[src/hw/rtl/render_pixel_to_rgba8_core_macros.svh]
// Assertion macros for the render_pixel_to_rgba8_core RTL.
// Needs a clk and an active-high rst in the scope of each use.
`ifndef RENDER_PIXEL_TO_RGBA8_CORE_MACROS_SVH
`define RENDER_PIXEL_TO_RGBA8_CORE_MACROS_SVH

`ifndef SYNTH

// Property that must hold at every clock edge outside reset
`define RPR8_ASSERT(lbl, prop) \
  lbl: assert property (@(posedge clk) disable iff (rst) prop) \
    else $error("rpr8: assertion failed");

// Antecedent in one cycle implies consequent in the next
`define RPR8_ASSERT_NEXT(lbl, ante, cons) \
  lbl: assert property (@(posedge clk) disable iff (rst) (ante) |=> (cons)) \
    else $error("rpr8: next-cycle assertion failed");

`else

`define RPR8_ASSERT(lbl, prop)
`define RPR8_ASSERT_NEXT(lbl, ante, cons)

`endif

`endif

[src/hw/rtl/rpr8_pkg.sv]
// Shared types and constants for the RGBA8 pixel converter.
// No dependencies; used by every module of the block.
`timescale 1ns / 1ps

package rpr8_pkg;

  // Configuration register layout
  localparam int CFG_INDEX_W = 2;
  localparam int CFG_DATA_W  = 13;
  localparam int FMT_W       = 4;
  localparam int DIM_REG_W   = 13;

  localparam logic [CFG_INDEX_W-1:0] REG_PIXEL_FORMAT = 2'd0;
  localparam logic [CFG_INDEX_W-1:0] REG_FRAME_WIDTH  = 2'd1;
  localparam logic [CFG_INDEX_W-1:0] REG_FRAME_HEIGHT = 2'd2;

  localparam int DEFAULT_MAX_DIM = 4096;

  // Output coordinate width
  localparam int POS_W = 12;

  // Source pixel formats
  typedef enum logic [FMT_W-1:0] {
    FMT_U8_GRAY  = 4'd0,
    FMT_U8_RGBA  = 4'd1,
    FMT_U8_RGB   = 4'd2,
    FMT_F32_RGBA = 4'd3,
    FMT_F32_GRAY = 4'd4,
    FMT_F32_RGB  = 4'd5,
    FMT_F16_GRAY = 4'd6,
    FMT_F16_RGBA = 4'd7,
    FMT_F16_RGB  = 4'd8,
    FMT_ID       = 4'd9,
    FMT_DEPTH    = 4'd10
  } pixel_format_t;

  // ID colouring hash multipliers (only the low byte matters for the result)
  localparam logic [31:0] HASH_RED   = 32'd1315423911;
  localparam logic [31:0] HASH_GREEN = 32'd2654435761;
  localparam logic [31:0] HASH_BLUE  = 32'd374761393;

  localparam logic [7:0] BYTE_MAX = 8'hFF;

  typedef struct packed {
    logic [31:0] chan0;
    logic [31:0] chan1;
    logic [31:0] chan2;
    logic [31:0] chan3;
  } pixel_in_t;

  typedef struct packed {
    logic [POS_W-1:0] dest_x;
    logic [POS_W-1:0] dest_y;
    logic [7:0]       red;
    logic [7:0]       green;
    logic [7:0]       blue;
    logic [7:0]       alpha;
    logic             frame_end;
  } pixel_out_t;

  typedef struct packed {
    logic [7:0] red;
    logic [7:0] green;
    logic [7:0] blue;
    logic [7:0] alpha;
  } rgba_t;

  typedef struct packed {
    logic [POS_W-1:0] dest_x;
    logic [POS_W-1:0] dest_y;
    logic             frame_end;
  } raster_pos_t;

endpackage

[src/hw/rtl/render_pixel_to_rgba8_core.sv]
// Converts a stream of source pixels (8-bit, float32, half, ID or depth) to
// RGBA8 with a destination column and a vertically flipped row. A new pixel
// is accepted every clock while the output is not stalled: each pixel passes
// an input register, one pass of conversion logic (float rounding shifter,
// ID hash, format mux, raster counters) and a result register that drives
// dst_pixel; the sustained rate is one pixel per cycle while the output
// accepts, set by that single conversion pass. A stalled output holds both
// registers and drops src_ready. Configuration writes are taken in any cycle
// (cfg_ready is tied high) and must only be issued while no pixel is in
// flight. There is no start-up clearing pass.
// Depends on rpr8_pkg, rpr8_pixel_conv, rpr8_raster_cnt and the macro header.
`timescale 1ns / 1ps
`include "render_pixel_to_rgba8_core_macros.svh"

module render_pixel_to_rgba8_core #(
  parameter int MAX_DIM = rpr8_pkg::DEFAULT_MAX_DIM
) (
  input  logic                             clk,
  input  logic                             rst,
  // Source pixels
  input  logic                             src_valid,
  output logic                             src_ready,
  input  rpr8_pkg::pixel_in_t              src_pixel,
  // Converted pixels
  output logic                             dst_valid,
  input  logic                             dst_ready,
  output rpr8_pkg::pixel_out_t             dst_pixel,
  // Register writes
  input  logic                             cfg_valid,
  output logic                             cfg_ready,
  input  logic [rpr8_pkg::CFG_INDEX_W-1:0] cfg_index,
  input  logic [rpr8_pkg::CFG_DATA_W-1:0]  cfg_data
);

  logic [rpr8_pkg::FMT_W-1:0]     pixel_format;
  logic [rpr8_pkg::DIM_REG_W-1:0] frame_width;
  logic [rpr8_pkg::DIM_REG_W-1:0] frame_height;

  logic                  s1_valid;
  rpr8_pkg::pixel_in_t   s1_pixel;
  logic                  out_en;
  logic                  s1_adv;
  rpr8_pkg::rgba_t       colour;
  rpr8_pkg::raster_pos_t pos;

  // Configuration registers
  assign cfg_ready = 1'b1;

  always_ff @(posedge clk) begin
    if (rst) begin
      pixel_format <= rpr8_pkg::FMT_U8_GRAY;
      frame_width  <= rpr8_pkg::DIM_REG_W'(1);
      frame_height <= rpr8_pkg::DIM_REG_W'(1);
    end else if (cfg_valid && cfg_ready) begin
      case (cfg_index)
        rpr8_pkg::REG_PIXEL_FORMAT: pixel_format <= cfg_data[rpr8_pkg::FMT_W-1:0];
        rpr8_pkg::REG_FRAME_WIDTH:  frame_width  <= cfg_data[rpr8_pkg::DIM_REG_W-1:0];
        rpr8_pkg::REG_FRAME_HEIGHT: frame_height <= cfg_data[rpr8_pkg::DIM_REG_W-1:0];
        default: begin
        end
      endcase
    end
  end

  // Pipeline flow control
  assign out_en    = !dst_valid || dst_ready;
  assign s1_adv    = s1_valid && out_en;
  assign src_ready = !s1_valid || out_en;

  // Input register
  always_ff @(posedge clk) begin
    if (rst) begin
      s1_valid <= 1'b0;
    end else if (src_ready) begin
      s1_valid <= src_valid;
    end
  end

  always_ff @(posedge clk) begin
    if (src_valid && src_ready) begin
      s1_pixel <= src_pixel;
    end
  end

  rpr8_pixel_conv u_pixel_conv (
    .pixel_format(pixel_format),
    .pixel       (s1_pixel),
    .colour      (colour)
  );

  rpr8_raster_cnt #(
    .MAX_DIM(MAX_DIM)
  ) u_raster_cnt (
    .clk         (clk),
    .rst         (rst),
    .frame_width (frame_width),
    .frame_height(frame_height),
    .advance     (s1_adv),
    .pos         (pos)
  );

  // Result register
  always_ff @(posedge clk) begin
    if (rst) begin
      dst_valid <= 1'b0;
    end else if (out_en) begin
      dst_valid <= s1_valid;
    end
  end

  always_ff @(posedge clk) begin
    if (s1_adv) begin
      dst_pixel.dest_x    <= pos.dest_x;
      dst_pixel.dest_y    <= pos.dest_y;
      dst_pixel.red       <= colour.red;
      dst_pixel.green     <= colour.green;
      dst_pixel.blue      <= colour.blue;
      dst_pixel.alpha     <= colour.alpha;
      dst_pixel.frame_end <= pos.frame_end;
    end
  end

  // Checks
  `RPR8_ASSERT(a_full_blocks_src, (s1_valid && dst_valid && !dst_ready) |-> !src_ready)
  `RPR8_ASSERT_NEXT(a_stage_moves_to_dst, s1_adv, dst_valid)
  `RPR8_ASSERT(a_frame_end_bottom_row, (dst_valid && dst_pixel.frame_end) |-> (dst_pixel.dest_y == '0))

endmodule

[src/hw/rtl/rpr8_chan_conv.sv]
// One channel converter: float32 or half raw bits to an 8-bit value.
// Uses rpr8_pkg for BYTE_MAX; instantiated by rpr8_pixel_conv.
`timescale 1ns / 1ps

module rpr8_chan_conv (
  input  logic [31:0] raw,
  input  logic        half,
  input  logic        vec,
  output logic [7:0]  value
);

  // Above this shift the rounded result is always zero
  localparam logic [7:0] SHIFT_LIMIT = 8'd32;

  logic        neg;
  logic        exp_max;
  logic        is_zero;
  logic        frac_nz;
  logic        ge_one;
  logic [23:0] mant;
  logic [7:0]  shift;
  logic [31:0] scaled;
  logic [32:0] rounded;
  logic [32:0] quot;

  // Unpack to a common mantissa and right-shift amount
  always_comb begin
    if (half) begin
      neg     = raw[15];
      exp_max = (raw[14:10] == 5'h1F);
      is_zero = (raw[14:0] == 15'd0);
      frac_nz = (raw[9:0] != 10'd0);
      ge_one  = (raw[14:10] >= 5'd15);
      if (raw[14:10] == 5'd0) begin
        mant  = {14'd0, raw[9:0]};
        shift = 8'd24;
      end else begin
        mant  = {13'd0, 1'b1, raw[9:0]};
        shift = 8'd25 - {3'd0, raw[14:10]};
      end
    end else begin
      neg     = raw[31];
      exp_max = (raw[30:23] == 8'hFF);
      is_zero = (raw[30:0] == 31'd0);
      frac_nz = (raw[22:0] != 23'd0);
      ge_one  = (raw[30:23] >= 8'd127);
      if (raw[30:23] == 8'd0) begin
        mant  = {1'b0, raw[22:0]};
        shift = 8'd149;
      end else begin
        mant  = {1'b1, raw[22:0]};
        shift = 8'd150 - raw[30:23];
      end
    end
  end

  // floor(mant * 255 / 2^shift + 0.5)
  assign scaled  = {mant, 8'h00} - {8'h00, mant};
  assign rounded = {1'b0, scaled} + (33'd1 << (shift - 8'd1));
  assign quot    = rounded >> shift;

  // Special values first, then the fraction path
  always_comb begin
    if (exp_max) begin
      // NaN and +inf saturate in vector formats; -inf and scalar give zero
      value = (vec && (frac_nz || !neg)) ? rpr8_pkg::BYTE_MAX : 8'd0;
    end else if (is_zero || neg) begin
      value = 8'd0;
    end else if (ge_one) begin
      value = rpr8_pkg::BYTE_MAX;
    end else if (shift > SHIFT_LIMIT) begin
      value = 8'd0;
    end else begin
      value = quot[7:0];
    end
  end

endmodule

[src/hw/rtl/rpr8_pixel_conv.sv]
// Format decode and colour selection for one source pixel.
// Uses rpr8_pkg types and four rpr8_chan_conv instances.
`timescale 1ns / 1ps

module rpr8_pixel_conv (
  input  logic [rpr8_pkg::FMT_W-1:0] pixel_format,
  input  rpr8_pkg::pixel_in_t        pixel,
  output rpr8_pkg::rgba_t            colour
);

  logic       vec;
  logic       half;
  logic [7:0] cv0;
  logic [7:0] cv1;
  logic [7:0] cv2;
  logic [7:0] cv3;

  // Float unpacking mode
  always_comb begin
    vec  = 1'b0;
    half = 1'b0;
    case (pixel_format)
      rpr8_pkg::FMT_F32_RGBA, rpr8_pkg::FMT_F32_RGB: begin
        vec = 1'b1;
      end
      rpr8_pkg::FMT_F16_RGBA, rpr8_pkg::FMT_F16_RGB: begin
        vec  = 1'b1;
        half = 1'b1;
      end
      rpr8_pkg::FMT_F16_GRAY: begin
        half = 1'b1;
      end
      default: begin
        vec  = 1'b0;
        half = 1'b0;
      end
    endcase
  end

  rpr8_chan_conv u_conv0 (.raw(pixel.chan0), .half(half), .vec(vec), .value(cv0));
  rpr8_chan_conv u_conv1 (.raw(pixel.chan1), .half(half), .vec(vec), .value(cv1));
  rpr8_chan_conv u_conv2 (.raw(pixel.chan2), .half(half), .vec(vec), .value(cv2));
  rpr8_chan_conv u_conv3 (.raw(pixel.chan3), .half(half), .vec(vec), .value(cv3));

  // Channel selection per format; unknown codes leave the buffer white
  always_comb begin
    logic [15:0] hash_r;
    logic [15:0] hash_g;
    logic [15:0] hash_b;
    // low byte of id * K depends only on the low bytes of both
    hash_r = pixel.chan0[7:0] * rpr8_pkg::HASH_RED[7:0];
    hash_g = pixel.chan0[7:0] * rpr8_pkg::HASH_GREEN[7:0];
    hash_b = pixel.chan0[7:0] * rpr8_pkg::HASH_BLUE[7:0];
    colour.red   = rpr8_pkg::BYTE_MAX;
    colour.green = rpr8_pkg::BYTE_MAX;
    colour.blue  = rpr8_pkg::BYTE_MAX;
    colour.alpha = rpr8_pkg::BYTE_MAX;
    case (pixel_format)
      rpr8_pkg::FMT_U8_GRAY: begin
        colour.red   = pixel.chan0[7:0];
        colour.green = pixel.chan0[7:0];
        colour.blue  = pixel.chan0[7:0];
      end
      rpr8_pkg::FMT_U8_RGBA: begin
        colour.red   = pixel.chan0[7:0];
        colour.green = pixel.chan1[7:0];
        colour.blue  = pixel.chan2[7:0];
        colour.alpha = pixel.chan3[7:0];
      end
      rpr8_pkg::FMT_U8_RGB: begin
        colour.red   = pixel.chan0[7:0];
        colour.green = pixel.chan1[7:0];
        colour.blue  = pixel.chan2[7:0];
      end
      rpr8_pkg::FMT_F32_RGBA, rpr8_pkg::FMT_F16_RGBA: begin
        colour.red   = cv0;
        colour.green = cv1;
        colour.blue  = cv2;
        colour.alpha = cv3;
      end
      rpr8_pkg::FMT_F32_RGB, rpr8_pkg::FMT_F16_RGB: begin
        colour.red   = cv0;
        colour.green = cv1;
        colour.blue  = cv2;
      end
      rpr8_pkg::FMT_F32_GRAY, rpr8_pkg::FMT_F16_GRAY, rpr8_pkg::FMT_DEPTH: begin
        colour.red   = cv0;
        colour.green = cv0;
        colour.blue  = cv0;
      end
      rpr8_pkg::FMT_ID: begin
        if (pixel.chan0 == 32'd0) begin
          colour.red   = 8'd0;
          colour.green = 8'd0;
          colour.blue  = 8'd0;
        end else begin
          colour.red   = hash_r[7:0];
          colour.green = hash_g[7:0];
          colour.blue  = hash_b[7:0];
        end
      end
      default: begin
        colour.alpha = rpr8_pkg::BYTE_MAX;
      end
    endcase
  end

endmodule

[src/hw/rtl/rpr8_raster_cnt.sv]
// Column and row counters that walk the frame and give the column and a flipped row.
// Uses rpr8_pkg for widths and the position struct.
`timescale 1ns / 1ps

module rpr8_raster_cnt #(
  parameter int MAX_DIM = rpr8_pkg::DEFAULT_MAX_DIM
) (
  input  logic                           clk,
  input  logic                           rst,
  input  logic [rpr8_pkg::DIM_REG_W-1:0] frame_width,
  input  logic [rpr8_pkg::DIM_REG_W-1:0] frame_height,
  input  logic                           advance,
  output rpr8_pkg::raster_pos_t          pos
);

  localparam int CW = $clog2(MAX_DIM);
  localparam int DW = $clog2(MAX_DIM + 1);
  localparam int EW = (DW > rpr8_pkg::DIM_REG_W) ? DW : rpr8_pkg::DIM_REG_W;
  localparam int XW = (DW > rpr8_pkg::POS_W) ? DW : rpr8_pkg::POS_W;

  logic [CW-1:0] column_count;
  logic [CW-1:0] row_count;
  logic [CW-1:0] column_count_next;
  logic [CW-1:0] row_count_next;
  logic [DW-1:0] w_eff;
  logic [DW-1:0] h_eff;
  logic [DW-1:0] col_eff;
  logic [DW-1:0] row_eff;
  logic [DW-1:0] col_inc;
  logic [DW-1:0] row_inc;
  logic [DW-1:0] y_val;
  logic [XW-1:0] x_ext;
  logic [XW-1:0] y_ext;

  // Zero counts as one, anything above MAX_DIM as MAX_DIM
  function automatic logic [DW-1:0] eff_dim(input logic [rpr8_pkg::DIM_REG_W-1:0] dim);
    logic [EW-1:0] dim_ext;
    dim_ext = EW'(dim);
    if (dim_ext == EW'(0)) begin
      eff_dim = DW'(1);
    end else if (dim_ext > EW'(MAX_DIM)) begin
      eff_dim = DW'(MAX_DIM);
    end else begin
      eff_dim = DW'(dim_ext);
    end
  endfunction

  assign w_eff = eff_dim(frame_width);
  assign h_eff = eff_dim(frame_height);

  // A counter left beyond a shrunk bound restarts at zero
  assign col_eff = (DW'(column_count) >= w_eff) ? DW'(0) : DW'(column_count);
  assign row_eff = (DW'(row_count) >= h_eff) ? DW'(0) : DW'(row_count);
  assign col_inc = col_eff + DW'(1);
  assign row_inc = row_eff + DW'(1);

  // Output coordinates
  assign y_val         = h_eff - DW'(1) - row_eff;
  assign x_ext         = XW'(col_eff);
  assign y_ext         = XW'(y_val);
  assign pos.dest_x    = x_ext[rpr8_pkg::POS_W-1:0];
  assign pos.dest_y    = y_ext[rpr8_pkg::POS_W-1:0];
  assign pos.frame_end = (col_eff == w_eff - DW'(1)) && (row_eff == h_eff - DW'(1));

  // Raster step
  always_comb begin
    if (col_inc >= w_eff) begin
      column_count_next = '0;
      row_count_next    = (row_inc >= h_eff) ? '0 : CW'(row_inc);
    end else begin
      column_count_next = CW'(col_inc);
      row_count_next    = CW'(row_eff);
    end
  end

  always_ff @(posedge clk) begin
    if (rst) begin
      column_count <= '0;
      row_count    <= '0;
    end else if (advance) begin
      column_count <= column_count_next;
      row_count    <= row_count_next;
    end
  end

endmodule

[config.mk]
export PLATFORM = sky130hd
export DESIGN_NAME = render_pixel_to_rgba8_core
export DESIGN_NICKNAME = d
export VERILOG_FILES = /design/src/hw/rtl/rpr8_pkg.sv /design/src/hw/rtl/render_pixel_to_rgba8_core.sv /design/src/hw/rtl/rpr8_chan_conv.sv /design/src/hw/rtl/rpr8_pixel_conv.sv /design/src/hw/rtl/rpr8_raster_cnt.sv
export VERILOG_INCLUDE_DIRS = /design/src /design/src/hw/rtl
export SDC_FILE = /design/constraint.sdc
export NUM_CORES = 2
export LEC_CHECK = 0
export BUFFER_PORTS_ARGS = -buffer_cell sky130_fd_sc_hd__buf_2
export CELL_PAD_IN_SITES_DETAIL_PLACEMENT = 2
export CELL_PAD_IN_SITES_GLOBAL_PLACEMENT = 2
export CORE_MARGIN = 3
export CORE_UTILIZATION = 38
export CTS_CLUSTER_SIZE = 12
export DETAILED_ROUTE_END_ITERATION = 6
export PLACE_DENSITY_LB_ADDON = 0.1
export SLEW_MARGIN = 20
export SYNTH_ARGS = -nofsm -noshare
export SYNTH_HDL_FRONTEND = slang
export SYNTH_HIERARCHICAL = 1
export SYNTH_SLANG_ARGS = --single-unit
[constraint.sdc]
create_clock -name clk -period 9.7 [get_ports clk]
set_clock_uncertainty 0.15 [all_clocks]
set_input_delay 0.485 -clock clk [delete_from_list [all_inputs] [get_ports clk]]
set_output_delay 0.485 -clock clk [all_outputs]
set_load 0.1 [all_outputs]
==> impl_metrics.env <==
export IMPL_status="finished clean"
export IMPL_cts_buffers=34
export IMPL_period_minus_slack_ns=8.96
export IMPL_synth_area_leaders="edfxtp_1, ha_1, nor2_1"
export IMPL_via_count=40000
export IMPL_worstSetupStartpoint="pixel_format[2]"
export IMPL_fin_area_um2=40400
export IMPL_cp_required_ns=9.87
export IMPL_crit_type="reg -> reg"
export IMPL_met3_usage=0.0417
export IMPL_grtUsageMet2=0.574
export IMPL_wl_per_cell_um=27.4
export IMPL_drive_gt1_frac=0.0982
export IMPL_htree_levels=2
export IMPL_clk_pin_slew_ns=0.06
export IMPL_antenna_found_initial=5
export IMPL_place_inst=6043
export IMPL_crit_fanout=39
export IMPL_grt_max_degree=67
export IMPL_netlist_area_leader_share=0.155
export IMPL_dr_first_iter_drc_count=3025
export IMPL_synth_main_ff_cell="edfxtp_1"
export IMPL_power_mw=5.43
export IMPL_core_area_um2=93500
export IMPL_post_route_drc_count=0
export IMPL_die_w_um=313
export IMPL_grt_setup_unrepaired="no"
export IMPL_cts_root_buf="clkbuf_16"
export IMPL_p_per_area_nw_per_um2=134
export IMPL_vias_per_cell=6.41
export IMPL_grtUsageMet1=0.436
export IMPL_area_delta_synth_final_pct=12.7
export IMPL_slowest_delay_ns=0.56
export IMPL_numPortBuffers=206
export IMPL_setup_viol=0
export IMPL_hold_class="in -> reg"
export IMPL_netlist_cell_type_count=133
export IMPL_tritoncts="built"
export IMPL_tns_ns=0
export IMPL_busiest_layer="met2"
export IMPL_cp_start_kind="register"
export IMPL_synth_nets=5213
export IMPL_fmax_ghz=0.112
export IMPL_fin_crit_sh=0.924
export IMPL_cts_sinks=241
export IMPL_rows=112
export IMPL_first_global_vias=42200
export IMPL_async_flop_share=0
export IMPL_initial_utilization=0.384
export IMPL_setup_ws_ns=0.742
export IMPL_utilization=0.433
export IMPL_cp_arrival_ns=9.13
export IMPL_syn_inst=4743
export IMPL_gp_congestion=0.935
export IMPL_slew_headroom=0.248
export IMPL_cts_buffer_depth=3
export IMPL_ys_warn_count=6
export IMPL_drt_pass1_iterations=5
export IMPL_synth_edff_count=185
export IMPL_postSynthAreaPerCell_um2=7.56
export IMPL_hold_ws_ns=0.0524
export IMPL_fin_cells=6236
export IMPL_io_pins=208
export IMPL_place_ws_ns=0.594
export IMPL_ys_seq_elements=241
export IMPL_wirelength_mm=171
export IMPL_placed_area_um2=38000
export IMPL_dp_hpwl_mm=129
export IMPL_route_antenna_remaining_nets=0
export IMPL_drv_slew=0
export IMPL_synth_top_cell_by_area="edfxtp_1"
export IMPL_worstHoldStart="src_pixel[58]"
export IMPL_ir_drop_mv=0.137
export IMPL_final_common_cell="nor2_1"
export IMPL_dieArea_um2=98100
export IMPL_grt_usage=0.336
export IMPL_clk_latency_ns=0.62
export IMPL_timing_rr_start="pixel_format[2]"
export IMPL_final_cell_mix="nor2_1, nand2_1, a21oi_1"
export IMPL_netlist_area_um2=35900
export IMPL_power_leakage_nw=16.2
export IMPL_endpoint_kind="register"
export IMPL_slowest_stage="o41ai_1"
export IMPL_nets=5422
export IMPL_maxCapViolations=0
export IMPL_worst_slew_pin_slew_ns=1.13
export IMPL_fill_cells=10900
export IMPL_die_h_um=313
export IMPL_yosysSeqAreaShare=0.186
export IMPL_hold_violations=0
export IMPL_grt_pass1_wl_mm=262
export IMPL_grt_overflow=0
logic make-up after synthesis:
family,after synthesis,synth area share
simple gates,1874,0.258
compound gates,1503,0.293
xor+xnor,288,0.0710
buf+inv,412,0.0465
other cells,1,0.000105
fa+ha+maj,322,0.115
flops,241,0.186
mux,102,0.0305
repair_timing:
action	in CTS	in global routing
setup buffers	0	0
gates resized for setup	0	2
endpoints found under the setup margin	0	6
hold buffers	127	0
endpoints found under the hold margin	127	0
critical path, delay by kind of cell (launching register included):
| family | cells | cell delay (ns) |
|---|---|---|
| fa+ha+maj | 2 | 0.74 |
| flops | 1 | 0.32 |
| simple gates | 2 | 0.33 |
| compound gates | 19 | 5.49 |
| xor+xnor | 1 | 0.44 |
| buf+inv | 5 | 1.15 |
cells in the mapped netlist (43+ instances only):
cell type  count
a22oi_1       53
nand2_1      463
nand4_1       79
edfxtp_1     185
nor4_1        49
buf_2         43
a21oi_1      325
a21o_1       105
dfxtp_1       56
o21ai_0      224
clkbuf_1     136
xnor2_1      183
mux2i_1       79
nor2_1       544
nor3_1       161
and2_1        50
o21a_1        59
a211oi_1      81
and3_1        50
a31oi_1       58
nand2b_1      99
ha_1         310
nor2b_1       48
inv_1        191
o211ai_1      99
xor2_1       102
nand3_1      132
power by group:
group	switching (mW)	internal [mW]	total [mW]	leakage, nW
logic	1.85	0.901	2.75	13.5
clock network	0.598	0.804	1.40	0.566
registers	0.0967	1.18	1.28	2.22
registers in the layout, summed over array words and instances, names as in the netlist:
name / count
dst_pixel: 57
dst_valid: 1
frame_height: 13
frame_width: 13
pixel_format: 4
s1_pixel: 128
s1_valid: 1
u_raster_cnt/column_count: 12
u_raster_cnt/row_count: 12
layer usage:
metal,vias up,routed length [um]
li1,18300,-
met1,20400,75300
met2,1073,81400
met3,276,7950
met4,0,6240
met5,-,0
worst paths after layout:
| check | endpoint | slack (ns) | depth (start not counted) |
|---|---|---|---|
| min reg2reg | dst_valid | 0.34 | 2 |
| min | s1_pixel[58] | 0.05 | 1 |
| max | dst_pixel[12] | 0.74 | 29 |
| max reg2reg | dst_pixel[12] | 0.74 | 29 |
cell type report:
cell class | count | area, um2 | area share
tap | 1254 | 1570 | 0.0388
clock buffer | 38 | 887 | 0.0219
multi-input combinational | 4090 | 27600 | 0.681
clock inverter | 24 | 289 | 0.00715
sequential | 241 | 6680 | 0.165
timing repair buffer | 385 | 2700 | 0.0667
antenna | 4 | 10.0 | 0.000248
inverter | 200 | 751 | 0.0186
No activity file was read; power rests on OpenSTA's default activity.
